--- config.mk ---
export PLATFORM = sky130hd
export DESIGN_NAME = ascii_binary_expression_evaluator_flat
export DESIGN_NICKNAME = d
export VERILOG_FILES = /design/src/rtl/abee_pkg.sv /design/src/rtl/abee_if.sv /design/src/rtl/ascii_binary_expression_evaluator.sv /design/src/flat_wrapper.sv
export SDC_FILE = /design/constraint.sdc
export NUM_CORES = 1
export LEC_CHECK = 0
export BUFFER_PORTS_ARGS = -buffer_cell sky130_fd_sc_hd__buf_4
export CORE_MARGIN = 2
export CORE_UTILIZATION = 60
export DETAILED_ROUTE_END_ITERATION = 7
export PLACE_DENSITY_LB_ADDON = 0.3
export SYNTH_ARGS = -nofsm -noshare
export SYNTH_HDL_FRONTEND = slang
export SYNTH_SLANG_ARGS = --single-unit
--- constraint.sdc ---
create_clock -name clk -period 11.9 [get_ports clk]
set_input_delay 1.19 -clock clk [delete_from_list [all_inputs] [get_ports clk]]
set_output_delay 1.19 -clock clk [all_outputs]
set_load 0.01 [all_outputs]
--- src/rtl/abee_pkg.sv ---
// Shared types, character codes and decode functions for the expression evaluator.
`timescale 1ns / 1ps
package abee_pkg;

    localparam int WORD_W = 32;
    localparam int CNT_W  = $clog2(WORD_W);
    localparam logic [CNT_W-1:0] CNT_LAST = CNT_W'(WORD_W - 1);

    localparam logic [7:0] CH_NUL     = 8'h00;
    localparam logic [7:0] CH_ZERO    = 8'h30;
    localparam logic [7:0] CH_NINE    = 8'h39;
    localparam logic [7:0] CH_SPACE   = 8'h20;
    localparam logic [7:0] CH_TAB     = 8'h09;
    localparam logic [7:0] CH_PLUS    = 8'h2B;
    localparam logic [7:0] CH_MINUS   = 8'h2D;
    localparam logic [7:0] CH_STAR    = 8'h2A;
    localparam logic [7:0] CH_SLASH   = 8'h2F;
    localparam logic [7:0] CH_PERCENT = 8'h25;
    localparam int         DEC_RADIX  = 10;

    typedef enum logic [1:0] {
        STAT_OK    = 2'd0,
        STAT_PARSE = 2'd1,
        STAT_DIV0  = 2'd2
    } status_t;

    typedef enum logic [2:0] {
        OP_ADD = 3'd0,
        OP_SUB = 3'd1,
        OP_MUL = 3'd2,
        OP_DIV = 3'd3,
        OP_REM = 3'd4
    } op_t;

    typedef enum logic [3:0] {
        PH_START   = 4'd0,
        PH_SIGN1   = 4'd1,
        PH_DIGITS1 = 4'd2,
        PH_BLANK1  = 4'd3,
        PH_OPER    = 4'd4,
        PH_SIGN2   = 4'd5,
        PH_DIGITS2 = 4'd6,
        PH_BLANK2  = 4'd7
    } phase_t;

    typedef enum logic [3:0] {
        SEQ_IDLE,
        SEQ_NEG_A,
        SEQ_NEG_B,
        SEQ_ABS_A,
        SEQ_ABS_B,
        SEQ_ADD,
        SEQ_MUL,
        SEQ_DIV,
        SEQ_SIGN,
        SEQ_DONE
    } seq_t;

    typedef struct packed {
        logic hit;
        op_t  code;
    } op_dec_t;

    function automatic logic is_numeral(input logic [7:0] c);
        return (c >= CH_ZERO) && (c <= CH_NINE);
    endfunction

    function automatic logic is_blank(input logic [7:0] c);
        return (c == CH_SPACE) || (c == CH_TAB);
    endfunction

    function automatic logic is_sign(input logic [7:0] c);
        return (c == CH_PLUS) || (c == CH_MINUS);
    endfunction

    function automatic op_dec_t op_of(input logic [7:0] c);
        op_dec_t d;
        d.hit  = 1'b1;
        d.code = OP_ADD;
        case (c)
            CH_PLUS:    d.code = OP_ADD;
            CH_MINUS:   d.code = OP_SUB;
            CH_STAR:    d.code = OP_MUL;
            CH_SLASH:   d.code = OP_DIV;
            CH_PERCENT: d.code = OP_REM;
            default:    d.hit  = 1'b0;
        endcase
        return d;
    endfunction

    // Append one decimal digit, wrapping to the word width.
    function automatic logic [WORD_W-1:0] acc_digit(input logic [WORD_W-1:0] v,
                                                   input logic [7:0] c);
        logic [7:0] d;
        d = c - CH_ZERO;
        return WORD_W'(v * WORD_W'(DEC_RADIX)) + WORD_W'(d[3:0]);
    endfunction

endpackage

--- src/rtl/abee_if.sv ---
// Valid/ready channel interfaces for line characters and results.
`timescale 1ns / 1ps
interface abee_char_if;
    logic       valid;
    logic       ready;
    logic [7:0] character;
    logic       line_end;

    modport source (output valid, output character, output line_end, input ready);
    modport sink   (input valid, input character, input line_end, output ready);
endinterface

interface abee_result_if;
    logic               valid;
    logic               ready;
    logic [1:0]         status;
    logic signed [31:0] result_value;

    modport source (output valid, output status, output result_value, input ready);
    modport sink   (input valid, input status, input result_value, output ready);
endinterface

--- src/rtl/ascii_binary_expression_evaluator.sv ---
// Top level: line parser and sequenced arithmetic for "number operator number" text.
`timescale 1ns / 1ps
// Usage
//   chars   : one transaction per byte of the line. line_end = 1 marks the end of the
//             line (its character is ignored). A zero byte ends the text early.
//   results : one transaction per line end: status (0 ok, 1 parse error, 2 divide by
//             zero) and the wrapped 32-bit result, zero unless status is ok.
// Sequencing
//   Ordinary characters leave chars.ready high; only a line end takes the block out of idle.
//   A line end occupies the block while one shared 32-bit add/subtract unit is stepped:
//   a parse error goes straight to the result step; + and - take the two negations and
//   an add; * takes the negations and one shift-add per bit; / and % take two
//   negations, two magnitude steps, 32 restoring divide steps and one sign fix-up;
//   a zero divisor stops after the negations.
// Reset
//   rst_n clears the parser to "before first number", empties the result register
//   and returns the sequencer to idle; the block takes characters straight away.
// Stalls
//   A finished result sits in the output register until results.ready; characters of
//   the next line are still taken meanwhile. A second line end waits in its final
//   step until the register is free.
module ascii_binary_expression_evaluator
    import abee_pkg::*;
(
    input  logic                 clk,
    input  logic                 rst_n,
    abee_char_if.sink            chars,
    abee_result_if.source        results
);

    // Parser state
    phase_t              phase_reg,    phase_next;
    logic [WORD_W-1:0]   left_reg,     left_next;
    logic                left_neg_reg, left_neg_next;
    op_t                 op_reg,       op_next;
    logic [WORD_W-1:0]   right_reg,    right_next;
    logic                right_neg_reg, right_neg_next;
    logic                err_reg,      err_next;
    logic                ended_reg,    ended_next;

    // Sequencer and datapath
    seq_t                seq_reg,      seq_next;
    op_t                 calc_op_reg,  calc_op_next;
    logic [WORD_W-1:0]   opa_reg,      opa_next;
    logic [WORD_W-1:0]   opb_reg,      opb_next;
    logic [WORD_W-1:0]   work_reg,     work_next;
    logic                a_neg_reg,    a_neg_next;
    logic                b_neg_reg,    b_neg_next;
    logic [CNT_W-1:0]    cnt_reg,      cnt_next;
    status_t             stat_reg,     stat_next;

    // Output register
    logic                out_valid_reg, out_valid_next;
    status_t             out_stat_reg,  out_stat_next;
    logic [WORD_W-1:0]   out_value_reg, out_value_next;

    // Shared add/subtract unit
    logic [WORD_W-1:0]   unit_x;
    logic [WORD_W-1:0]   unit_y;
    logic                unit_sub;
    logic [WORD_W:0]     unit_sum;

    logic                take;
    logic                take_char;
    logic                take_end;
    logic                out_free;
    op_dec_t             dec;
    logic [WORD_W-1:0]   sign_sel;
    logic                sign_neg;
    logic [WORD_W-1:0]   div_shift;

    assign chars.ready          = (seq_reg == SEQ_IDLE);
    assign take                 = chars.valid && chars.ready;
    assign take_char            = take && !chars.line_end;
    assign take_end             = take && chars.line_end;
    assign out_free             = !out_valid_reg || results.ready;
    assign dec                  = op_of(chars.character);

    assign results.valid        = out_valid_reg;
    assign results.status       = out_stat_reg;
    assign results.result_value = out_value_reg;

    // Dividend bit shifted into the partial remainder
    assign div_shift = {work_reg[WORD_W-2:0], opa_reg[WORD_W-1]};
    assign sign_sel  = (calc_op_reg == OP_DIV) ? opa_reg : work_reg;
    assign sign_neg  = (calc_op_reg == OP_DIV) ? (a_neg_reg ^ b_neg_reg) : a_neg_reg;

    always_comb
    begin
        unit_x   = '0;
        unit_y   = '0;
        unit_sub = 1'b0;
        unique case (seq_reg) inside
            SEQ_NEG_A, SEQ_ABS_A:
            begin
                unit_y   = opa_reg;
                unit_sub = 1'b1;
            end
            SEQ_NEG_B, SEQ_ABS_B:
            begin
                unit_y   = opb_reg;
                unit_sub = 1'b1;
            end
            SEQ_ADD:
            begin
                unit_x   = opa_reg;
                unit_y   = opb_reg;
                unit_sub = (calc_op_reg == OP_SUB);
            end
            SEQ_MUL:
            begin
                unit_x = work_reg;
                unit_y = opa_reg;
            end
            SEQ_DIV:
            begin
                unit_x   = div_shift;
                unit_y   = opb_reg;
                unit_sub = 1'b1;
            end
            SEQ_SIGN:
            begin
                unit_y   = sign_sel;
                unit_sub = 1'b1;
            end
            default:
            begin
                unit_sub = 1'b0;
            end
        endcase
        // Carry out high on subtract means no borrow
        unit_sum = {1'b0, unit_x} + {1'b0, (unit_sub ? ~unit_y : unit_y)}
                   + (WORD_W + 1)'(unit_sub);
    end

    // Character parser
    always_comb
    begin
        phase_next     = phase_reg;
        left_next      = left_reg;
        left_neg_next  = left_neg_reg;
        op_next        = op_reg;
        right_next     = right_reg;
        right_neg_next = right_neg_reg;
        err_next       = err_reg;
        ended_next     = ended_reg;

        if (take_end)
        begin
            // Start over for the next line
            phase_next     = PH_START;
            left_next      = '0;
            left_neg_next  = 1'b0;
            op_next        = OP_ADD;
            right_next     = '0;
            right_neg_next = 1'b0;
            err_next       = 1'b0;
            ended_next     = 1'b0;
        end
        else if (take_char && !ended_reg && !err_reg)
        begin
            if (chars.character == CH_NUL)
            begin
                ended_next = 1'b1;
            end
            else
            begin
                err_next = 1'b1;
                unique case (phase_reg)
                    PH_START:
                    begin
                        if (is_blank(chars.character))
                        begin
                            err_next = 1'b0;
                        end
                        else if (is_sign(chars.character))
                        begin
                            err_next      = 1'b0;
                            left_neg_next = (chars.character == CH_MINUS);
                            phase_next    = PH_SIGN1;
                        end
                        else if (is_numeral(chars.character))
                        begin
                            err_next   = 1'b0;
                            left_next  = acc_digit(left_reg, chars.character);
                            phase_next = PH_DIGITS1;
                        end
                    end
                    PH_SIGN1:
                    begin
                        if (is_numeral(chars.character))
                        begin
                            err_next   = 1'b0;
                            left_next  = acc_digit(left_reg, chars.character);
                            phase_next = PH_DIGITS1;
                        end
                    end
                    PH_DIGITS1:
                    begin
                        if (is_numeral(chars.character))
                        begin
                            err_next  = 1'b0;
                            left_next = acc_digit(left_reg, chars.character);
                        end
                        else if (is_blank(chars.character))
                        begin
                            err_next   = 1'b0;
                            phase_next = PH_BLANK1;
                        end
                        else if (dec.hit)
                        begin
                            err_next   = 1'b0;
                            op_next    = dec.code;
                            phase_next = PH_OPER;
                        end
                    end
                    PH_BLANK1:
                    begin
                        if (is_blank(chars.character))
                        begin
                            err_next = 1'b0;
                        end
                        else if (dec.hit)
                        begin
                            err_next   = 1'b0;
                            op_next    = dec.code;
                            phase_next = PH_OPER;
                        end
                    end
                    PH_OPER:
                    begin
                        if (is_blank(chars.character))
                        begin
                            err_next = 1'b0;
                        end
                        else if (is_sign(chars.character))
                        begin
                            err_next       = 1'b0;
                            right_neg_next = (chars.character == CH_MINUS);
                            phase_next     = PH_SIGN2;
                        end
                        else if (is_numeral(chars.character))
                        begin
                            err_next   = 1'b0;
                            right_next = acc_digit(right_reg, chars.character);
                            phase_next = PH_DIGITS2;
                        end
                    end
                    PH_SIGN2:
                    begin
                        if (is_numeral(chars.character))
                        begin
                            err_next   = 1'b0;
                            right_next = acc_digit(right_reg, chars.character);
                            phase_next = PH_DIGITS2;
                        end
                    end
                    PH_DIGITS2:
                    begin
                        if (is_numeral(chars.character))
                        begin
                            err_next   = 1'b0;
                            right_next = acc_digit(right_reg, chars.character);
                        end
                        else if (is_blank(chars.character))
                        begin
                            err_next   = 1'b0;
                            phase_next = PH_BLANK2;
                        end
                    end
                    PH_BLANK2:
                    begin
                        if (is_blank(chars.character))
                        begin
                            err_next = 1'b0;
                        end
                    end
                    default:
                    begin
                        err_next = 1'b1;
                    end
                endcase
            end
        end
    end

    // Sequencer: next state and datapath
    always_comb
    begin
        seq_next       = seq_reg;
        calc_op_next   = calc_op_reg;
        opa_next       = opa_reg;
        opb_next       = opb_reg;
        work_next      = work_reg;
        a_neg_next     = a_neg_reg;
        b_neg_next     = b_neg_reg;
        cnt_next       = cnt_reg;
        stat_next      = stat_reg;
        out_valid_next = out_valid_reg && !results.ready;
        out_stat_next  = out_stat_reg;
        out_value_next = out_value_reg;

        unique case (seq_reg)
            SEQ_IDLE:
            begin
                if (take_end)
                begin
                    calc_op_next = op_reg;
                    opa_next     = left_reg;
                    opb_next     = right_reg;
                    a_neg_next   = left_neg_reg;
                    b_neg_next   = right_neg_reg;
                    if (err_reg || (phase_reg != PH_DIGITS2 && phase_reg != PH_BLANK2))
                    begin
                        stat_next = STAT_PARSE;
                        work_next = '0;
                        seq_next  = SEQ_DONE;
                    end
                    else
                    begin
                        stat_next = STAT_OK;
                        seq_next  = SEQ_NEG_A;
                    end
                end
            end
            SEQ_NEG_A:
            begin
                if (a_neg_reg)
                begin
                    opa_next = unit_sum[WORD_W-1:0];
                end
                seq_next = SEQ_NEG_B;
            end
            SEQ_NEG_B:
            begin
                if (b_neg_reg)
                begin
                    opb_next = unit_sum[WORD_W-1:0];
                end
                work_next = '0;
                cnt_next  = '0;
                unique case (calc_op_reg) inside
                    OP_ADD, OP_SUB:
                    begin
                        seq_next = SEQ_ADD;
                    end
                    OP_MUL:
                    begin
                        seq_next = SEQ_MUL;
                    end
                    default:
                    begin
                        // Zero magnitude stays zero whatever the sign
                        if (opb_reg == '0)
                        begin
                            stat_next = STAT_DIV0;
                            seq_next  = SEQ_DONE;
                        end
                        else
                        begin
                            seq_next = SEQ_ABS_A;
                        end
                    end
                endcase
            end
            SEQ_ABS_A:
            begin
                a_neg_next = opa_reg[WORD_W-1];
                if (opa_reg[WORD_W-1])
                begin
                    opa_next = unit_sum[WORD_W-1:0];
                end
                seq_next = SEQ_ABS_B;
            end
            SEQ_ABS_B:
            begin
                b_neg_next = opb_reg[WORD_W-1];
                if (opb_reg[WORD_W-1])
                begin
                    opb_next = unit_sum[WORD_W-1:0];
                end
                seq_next = SEQ_DIV;
            end
            SEQ_ADD:
            begin
                work_next = unit_sum[WORD_W-1:0];
                seq_next  = SEQ_DONE;
            end
            SEQ_MUL:
            begin
                if (opb_reg[0])
                begin
                    work_next = unit_sum[WORD_W-1:0];
                end
                opa_next = {opa_reg[WORD_W-2:0], 1'b0};
                opb_next = {1'b0, opb_reg[WORD_W-1:1]};
                cnt_next = cnt_reg + 1'b1;
                if (cnt_reg == CNT_LAST)
                begin
                    seq_next = SEQ_DONE;
                end
            end
            SEQ_DIV:
            begin
                // Restoring step: quotient bit is the no-borrow flag
                work_next = unit_sum[WORD_W] ? unit_sum[WORD_W-1:0] : div_shift;
                opa_next  = {opa_reg[WORD_W-2:0], unit_sum[WORD_W]};
                cnt_next  = cnt_reg + 1'b1;
                if (cnt_reg == CNT_LAST)
                begin
                    seq_next = SEQ_SIGN;
                end
            end
            SEQ_SIGN:
            begin
                work_next = sign_neg ? unit_sum[WORD_W-1:0] : sign_sel;
                seq_next  = SEQ_DONE;
            end
            SEQ_DONE:
            begin
                if (out_free)
                begin
                    out_valid_next = 1'b1;
                    out_stat_next  = stat_reg;
                    out_value_next = (stat_reg == STAT_OK) ? work_reg : '0;
                    seq_next       = SEQ_IDLE;
                end
            end
            default:
            begin
                seq_next = SEQ_IDLE;
            end
        endcase
    end

    always_ff @(posedge clk or negedge rst_n)
    begin
        if (!rst_n)
        begin
            seq_reg <= SEQ_IDLE;
        end
        else
        begin
            seq_reg <= seq_next;
        end
    end

    always_ff @(posedge clk or negedge rst_n)
    begin
        if (!rst_n)
        begin
            phase_reg     <= PH_START;
            left_reg      <= '0;
            left_neg_reg  <= 1'b0;
            op_reg        <= OP_ADD;
            right_reg     <= '0;
            right_neg_reg <= 1'b0;
            err_reg       <= 1'b0;
            ended_reg     <= 1'b0;
            out_valid_reg <= 1'b0;
        end
        else
        begin
            phase_reg     <= phase_next;
            left_reg      <= left_next;
            left_neg_reg  <= left_neg_next;
            op_reg        <= op_next;
            right_reg     <= right_next;
            right_neg_reg <= right_neg_next;
            err_reg       <= err_next;
            ended_reg     <= ended_next;
            out_valid_reg <= out_valid_next;
        end
    end

    always_ff @(posedge clk)
    begin
        calc_op_reg   <= calc_op_next;
        opa_reg       <= opa_next;
        opb_reg       <= opb_next;
        work_reg      <= work_next;
        a_neg_reg     <= a_neg_next;
        b_neg_reg     <= b_neg_next;
        cnt_reg       <= cnt_next;
        stat_reg      <= stat_next;
        out_stat_reg  <= out_stat_next;
        out_value_reg <= out_value_next;
    end

    // A line end always leaves the parser clean for the next line
    assert property (@(posedge clk) disable iff (!rst_n)
        take_end |=> (phase_reg == PH_START) && !err_reg && !ended_reg
                     && (left_reg == '0) && (right_reg == '0))
        else $error("parser not cleared after line end");

    // The divide loop keeps advancing one bit per cycle
    assert property (@(posedge clk) disable iff (!rst_n)
        (seq_reg == SEQ_DIV) && (cnt_reg != CNT_LAST)
        |=> (seq_reg == SEQ_DIV) && (cnt_reg == $past(cnt_reg) + 1'b1))
        else $error("divide loop stalled or left early");

    // Remainder ends below the divisor magnitude
    assert property (@(posedge clk) disable iff (!rst_n)
        (seq_reg == SEQ_DIV) && (cnt_reg == CNT_LAST) |=> (work_reg < opb_reg))
        else $error("remainder not below divisor");

    // A failed line never reports a value
    assert property (@(posedge clk) disable iff (!rst_n)
        out_valid_reg && (out_stat_reg != STAT_OK) |-> (out_value_reg == '0))
        else $error("non-zero value with error status");

    // A pending result is never overwritten before it is taken
    assert property (@(posedge clk) disable iff (!rst_n)
        out_valid_reg && !results.ready |=> out_valid_reg && $stable(out_value_reg)
                                            && $stable(out_stat_reg))
        else $error("pending result overwritten");

endmodule
--- src/flat_wrapper.sv ---
// flat-port wrapper written by rule: the top's interface ports become plain ports
module ascii_binary_expression_evaluator_flat import abee_pkg::*;
  (clk, rst_n, chars_valid, chars_character, chars_line_end, chars_ready, results_valid, results_status, results_result_value, results_ready);
  abee_char_if chars_i ();
  abee_result_if results_i ();
  input  logic clk;
  input  logic rst_n;
  input wire logic [$bits(chars_i.valid)-1:0] chars_valid;
  input wire logic [$bits(chars_i.character)-1:0] chars_character;
  input wire logic [$bits(chars_i.line_end)-1:0] chars_line_end;
  output wire logic [$bits(chars_i.ready)-1:0] chars_ready;
  output wire logic [$bits(results_i.valid)-1:0] results_valid;
  output wire logic [$bits(results_i.status)-1:0] results_status;
  output wire logic [$bits(results_i.result_value)-1:0] results_result_value;
  input wire logic [$bits(results_i.ready)-1:0] results_ready;
  assign chars_i.valid = chars_valid;
  assign chars_i.character = chars_character;
  assign chars_i.line_end = chars_line_end;
  assign chars_ready = chars_i.ready;
  assign results_valid = results_i.valid;
  assign results_status = results_i.status;
  assign results_result_value = results_i.result_value;
  assign results_i.ready = results_ready;
  ascii_binary_expression_evaluator u_core (.clk(clk), .rst_n(rst_n), .chars(chars_i), .results(results_i));
endmodule
==> results of run 1 <==
## routing by layer
metal  part of all wire  vias up  track usage
li1                   -     8157            -
met4              0.047        0        0.145
met5                  0        -            0
met2               0.45      901        0.534
met1               0.41     8357        0.453
met3              0.092      154       0.0551
## synth_stat cells (30+ instances only)
library cell,n
nand2_1,260
a21oi_1,160
ha_1,149
edfxtp_1,142
o21ai_0,138
nor2_1,137
xnor2_1,95
clkbuf_1,94
inv_1,85
a22oi_1,82
dfrtp_1,80
xor2_1,52
a21o_1,51
nor3_1,50
and2_1,43
a211oi_1,39
nand3_1,37
mux2i_1,35
o31ai_1,30
## final cells by class
class                      count  area [um2]  share of cell area
multi-input combinational   1758       12200               0.588
antenna                        1        2.50            0.000121
clock buffer                  32         694              0.0336
clock inverter                16         201             0.00974
sequential                   222        6270               0.303
inverter                      85         319              0.0154
timing repair buffer          71         533              0.0258
tap                          402         503              0.0243
## final timing paths
check | start | end | slack [ps]
worst min register to register | u_core.stat_reg[0] | u_core.results.status[0] | 460
max in group asynchronous | rst_n | u_core.seq_reg[1] | 10220
min in group asynchronous | rst_n | u_core.left_reg[21] | 560
worst max register to register | u_core.seq_reg[0] | u_core.work_reg[15] | 5580
worst min-delay path | u_core.stat_reg[0] | u_core.results.status[0] | 460
worst max-delay path | u_core.seq_reg[0] | u_core.work_reg[15] | 5580
## through the flow
stage / instance area (um2) / utilization / std cells / setup WS, ps / hold slack, ps
3_3_place_gp: 19800 / 0.628 / 2538 / 5860 / 434
3_5_place_dp: 19800 / 0.628 / 2538 / 5730 / 443
5_1_grt: 20700 / 0.657 / 2586 / 5110 / 482
2_1_floorplan: 19100 / - / 2187 / 7320 / 425
6_report: 20700 / 0.657 / 2587 / 5580 / 458
4_1_cts: 20700 / 0.657 / 2586 / 5730 / 458
## cells by family after synthesis
kind of cell | after synthesis | synth area share
simple gates | 707 | 0.185
compound gates | 704 | 0.251
flops | 222 | 0.327
buf+inv | 207 | 0.0417
fa+ha+maj | 154 | 0.103
xor+xnor | 149 | 0.0690
mux | 44 | 0.0238
## power by group through the flow
stage	logic [mW]	clock network (mW)	registers [mW]
floorplan	3.12	0	1.44
global placement	3.90	0	1.66
detailed placement	4.02	0	1.66
CTS	4.05	0.851	1.65
global route	4.51	0.880	1.70
finish	4.16	0.847	1.68
## worst max-delay path: cells and delay by family (launching register included)
family,cells,cell delay [ps]
and+or+nand+nor,4,1000
buffers and inverters,3,1370
AOI/OAI and AO/OA,10,2210
xor gates and xnor gates,2,340
DFF,1,870
adders and majority gates,1,380
==> impl_metrics.toml, run 1 <==
[status]
status = "finished clean"

[detailed_routing]
drt_iter0_markers = 2196
totalWireLength_um = 56700
wl_per_cell_um = 21.9
drt_pass1_iterations = 7
vias = 17600
via_per_inst = 6.79
ant_nets = 0
remaining_drc_errors = 0

[sta]
layout_min_cycle_time_ps = 6320
setup_viol = 0
final.period_utilization = 0.532
finalClockSkew_ps = 40.7
setup_tns_ps = 0
slew_headroom = 0.328
worstMarginPinSlew_ps = 1010
hold_violations = 0
max_freq_mhz = 158
rsz0062_at_grt = "no"
maxSlewViolCount = 0

[place]
gp_congestion = 0.961
io_buffers = 48
dp.final_hpwl_um = 41200

[final_layout]
layout_common_cells = "260 x nand2_1, 159 x a21oi_1, 149 x ha_1"
final_nets = 2331
area_growth_pct = 8.03
layout_commonest_cell = "nand2_1"
fillers = 2568
drive_above_1_share = 0.0833

[power]
ir_worst_vdd_v = 0.000167
powerDensity_nw_per_um2 = 323
switching_power_mw = 3.37
power.internal_mw = 3.32
p_seq_frac = 0.251
power_frac_comb = 0.622
clkPwrFrac = 0.127
p_total_mw = 6.68
leakagePower_nw = 8.87
switching_share = 0.504

[floorplan]
ioPinCount = 49
fp.dieH_um = 183
initial_core_util = 0.608
design.core.area_um2 = 31500
fp.dieW_um = 183
die_area_um2 = 33300
rows = 65

[hold_path]
min_path_cells = 0
hold_path_class = "reg -> reg"

[clock_network]
post_cts_resized = 0
holdBufCountCts = 0
clkLatencyLatePin_ps = 550
cts.path.max_buffers = 3
cts_inserted_buffers = 26
cts_setup_buffers = 0
htree_levels = 1
clockRootBuffer = "clkbuf_16"
cts_tree = "done"
clock_sinks = 222
path_clk_slew_ps = 60

[critical_path]
cpMaxStageDelayCell = "dfrtp_2"
cp-end-kind = "flip-flop"
path_cells = "buf_4, nor2b_1, xnor2_1, nor2_2, buf_4, a22oi_1, xnor2_1, nor2_1, ha_1, a21oi_1, o21ai_0, a221o_1, a221oi_2, a221o_1, a21oi_1, o21a_1, nor3_4, buf_4, a21oi_1, a22oi_1"
crit_type = "reg -> reg"
max_stage_delay_ps = 870
crit_arrival_ps = 6720
ff2ff_path_depth = 20
cp_max_fo = 49
cp-start-kind = "flip-flop"
cp.required_ps = 12300

[yosys]
synthCells = 2187
synth-warning-count = 0
ys_ff_latch = 222
ys_seq_area_frac = 0.327
synth_edf_count = 142
netlist.area_leader.share = 0.223
synth_area_leader_cell = "edfxtp_1"
synthFlopType = "edfxtp_1"
synthesis.area_um2 = 19100
syn_area_per_cell_um2 = 8.75
synth_nets = 2354
ys_async_sr_fraction = 0.360
synth_cell_type_count = 98
ys_top_cells_by_area = "edfxtp_1 22%, dfrtp_1 10%, ha_1 9.7%, nand2_1 5.1%, xnor2_1 4.3%"

[flow_run]
max_cap_viol_count = 0

[grt]
grt_pass1_wl_um = 89600
track_usage = 0.335
overflow = 0
antenna_found_initial = 1
grt_pass1_vias = 16500
grt_max_degree = 58
(Power assumes the default switching activity.)
==> inputs of run 2 (changes only) <==
==> constraint.sdc (replaced) <==
create_clock -name clk -period 6.63 [get_ports clk]
set_input_delay 0.663 -clock clk [delete_from_list [all_inputs] [get_ports clk]]
set_output_delay 0.663 -clock clk [all_outputs]
set_load 0.01 [all_outputs]
==> impl_metrics.toml, run 2 (synthesis gave the netlist of run 1 again) <==
[critical_path]
cp.depth = 19
cpMaxStageDelayCell = "dfrtp_1"
crit_type = "reg -> reg"
cp-end-kind = "flip-flop"
cp-start-kind = "flip-flop"
max_stage_delay_ps = 740
crit_arrival_ps = 6190
cp_max_fo = 27
path_delay_family = "simple AND/OR/NAND/NOR gates"
cpMostUsedCell = "nor2_1"
cp_num_buf_inv = 1
cp.required_ps = 6900
path_cells = "nand2_1, nor2_1, nor2_1, nor2_2, buf_4, a22oi_1, xnor2_1, nor2_1, ha_1, a2111o_1, a31o_2, o311ai_0, and2_1, a221o_1, a21oi_1, o211ai_2, nand3_2, o21ai_0, nand2_1"
ff2ff_path_depth = 19

[detailed_routing]
drt_pass1_iterations = 8
ant_nets = 0
via_per_inst = 6.81
drt_iter0_markers = 1896
vias = 17700
remaining_drc_errors = 0
wl_per_cell_um = 21.9
totalWireLength_um = 56900

[clock_network]
clock_sinks = 222
post_cts_resized = 0
cts_inserted_buffers = 25
htree_levels = 1
holdBufCountCts = 1
clkLatencyLatePin_ps = 530
cts_tree = "done"
cts.path.max_buffers = 3
path_clk_slew_ps = 60
clockRootBuffer = "clkbuf_16"
cts_setup_buffers = 0

[place]
gp_congestion = 0.997
io_buffers = 48
pre_cts_slack_ps = 913
dp.cells = 2547
dp.final_hpwl_um = 41700

[final_layout]
area_growth_pct = 7.82
final_util = 0.656
layout_common_cells = "260 x nand2_1, 159 x a21oi_1, 149 x ha_1"
final_nets = 2340
layout_commonest_cell = "nand2_1"
antenna_cells = 0
drive_above_1_share = 0.0867
fin_cells = 2593

[grt]
track_usage = 0.336
antenna_found_initial = 0
grt_max_degree = 70
grt_pass1_wl_um = 89800
grt_pass1_vias = 16800
overflow = 0

[sta]
maxSlewViolCount = 0
finalClockSkew_ps = 14.4
setup_viol = 0
setup_tns_ps = 0
fin_ws_ps = 711
worstMarginPinSlew_ps = 1210
max_freq_mhz = 169
rsz0062_at_grt = "no"
slew_headroom = 0.196
layout_min_cycle_time_ps = 5920
hold_violations = 0
final.period_utilization = 0.893

[power]
ir_worst_vdd_v = 0.000274
power_frac_comb = 0.638
powerDensity_nw_per_um2 = 574
switching_power_mw = 6.02
p_seq_frac = 0.248
leakagePower_nw = 8.86
switching_share = 0.508
power.internal_mw = 5.83
clkPwrFrac = 0.114
p_total_mw = 11.8

[floorplan]
initial_core_util = 0.608
rows = 65
die_area_um2 = 33300
fp.dieH_um = 183
ioPinCount = 49
design.core.area_um2 = 31500
fp.dieW_um = 183

[flow_run]
max_cap_viol_count = 0

[status]
status = "finished clean"

[hold_path]
hold_path_class = "in -> reg"
min_path_cells = 2
## run 2: worst paths after layout
check                                   start                     to  slack [ps]
max in group asynchronous               rst_n      u_core.seq_reg[1]        4910
max reg2reg                 u_core.seq_reg[2]    u_core.work_reg[26]         710
min                        chars_character[3]       u_core.op_reg[2]         400
min in group asynchronous               rst_n    u_core.left_reg[19]         510
max                         u_core.seq_reg[2]    u_core.work_reg[26]         710
min reg2reg                  u_core.op_reg[0]  u_core.calc_op_reg[0]         450
## run 2: layer usage
layer / vias up / share of wire / routed length [um] / GRT usage
met5: - / 0 / 0 / 0
met4: 0 / 0.054 / 3080 / 0.174
met3: 179 / 0.10 / 5700 / 0.0593
met2: 908 / 0.44 / 25100 / 0.526
met1: 8406 / 0.40 / 23000 / 0.446
li1: 8168 / - / - / -
## run 2: area by class of cell
| cell class | count | area [um2] |
|---|---|---|
| Timing Repair Buffer | 81 | 611 |
| Sequential cell | 222 | 6270 |
| Fill cell | 2663 | 10800 |
| Inverter | 85 | 319 |
| Clock buffer | 31 | 658 |
| Clock inverter | 14 | 123 |
| Multi-Input combinational cell | 1758 | 12200 |
| Tap cell | 402 | 503 |
## run 2: power by group through the flow
stage | combinational [mW] | clock [mW] | sequential, mW
floorplan | 5.61 | 0 | 2.59
global placement | 7.13 | 0 | 2.91
detailed placement | 7.31 | 0 | 2.91
CTS | 7.37 | 1.36 | 2.89
global route | 8.21 | 1.40 | 2.97
finish | 7.56 | 1.35 | 2.94
## run 2: through the flow
| stage | instance area [um2] | hold WS, ps |
|---|---|---|
| global route | 20600 | 418 |
| finish | 20600 | 405 |
| floorplan | 19100 | 367 |
| detailed placement | 19800 | 439 |
| global placement | 19800 | 436 |
| CTS | 20600 | 399 |
## run 2: worst reg2reg max path: cells and delay by family (launching register included)
| family | cells | cell delay [ps] |
|---|---|---|
| compound gates | 8 | 1960 |
| xor+xnor | 1 | 150 |
| fa+ha+maj | 1 | 350 |
| buf+inv | 1 | 370 |
| flops | 1 | 740 |
| simple gates | 8 | 2090 |
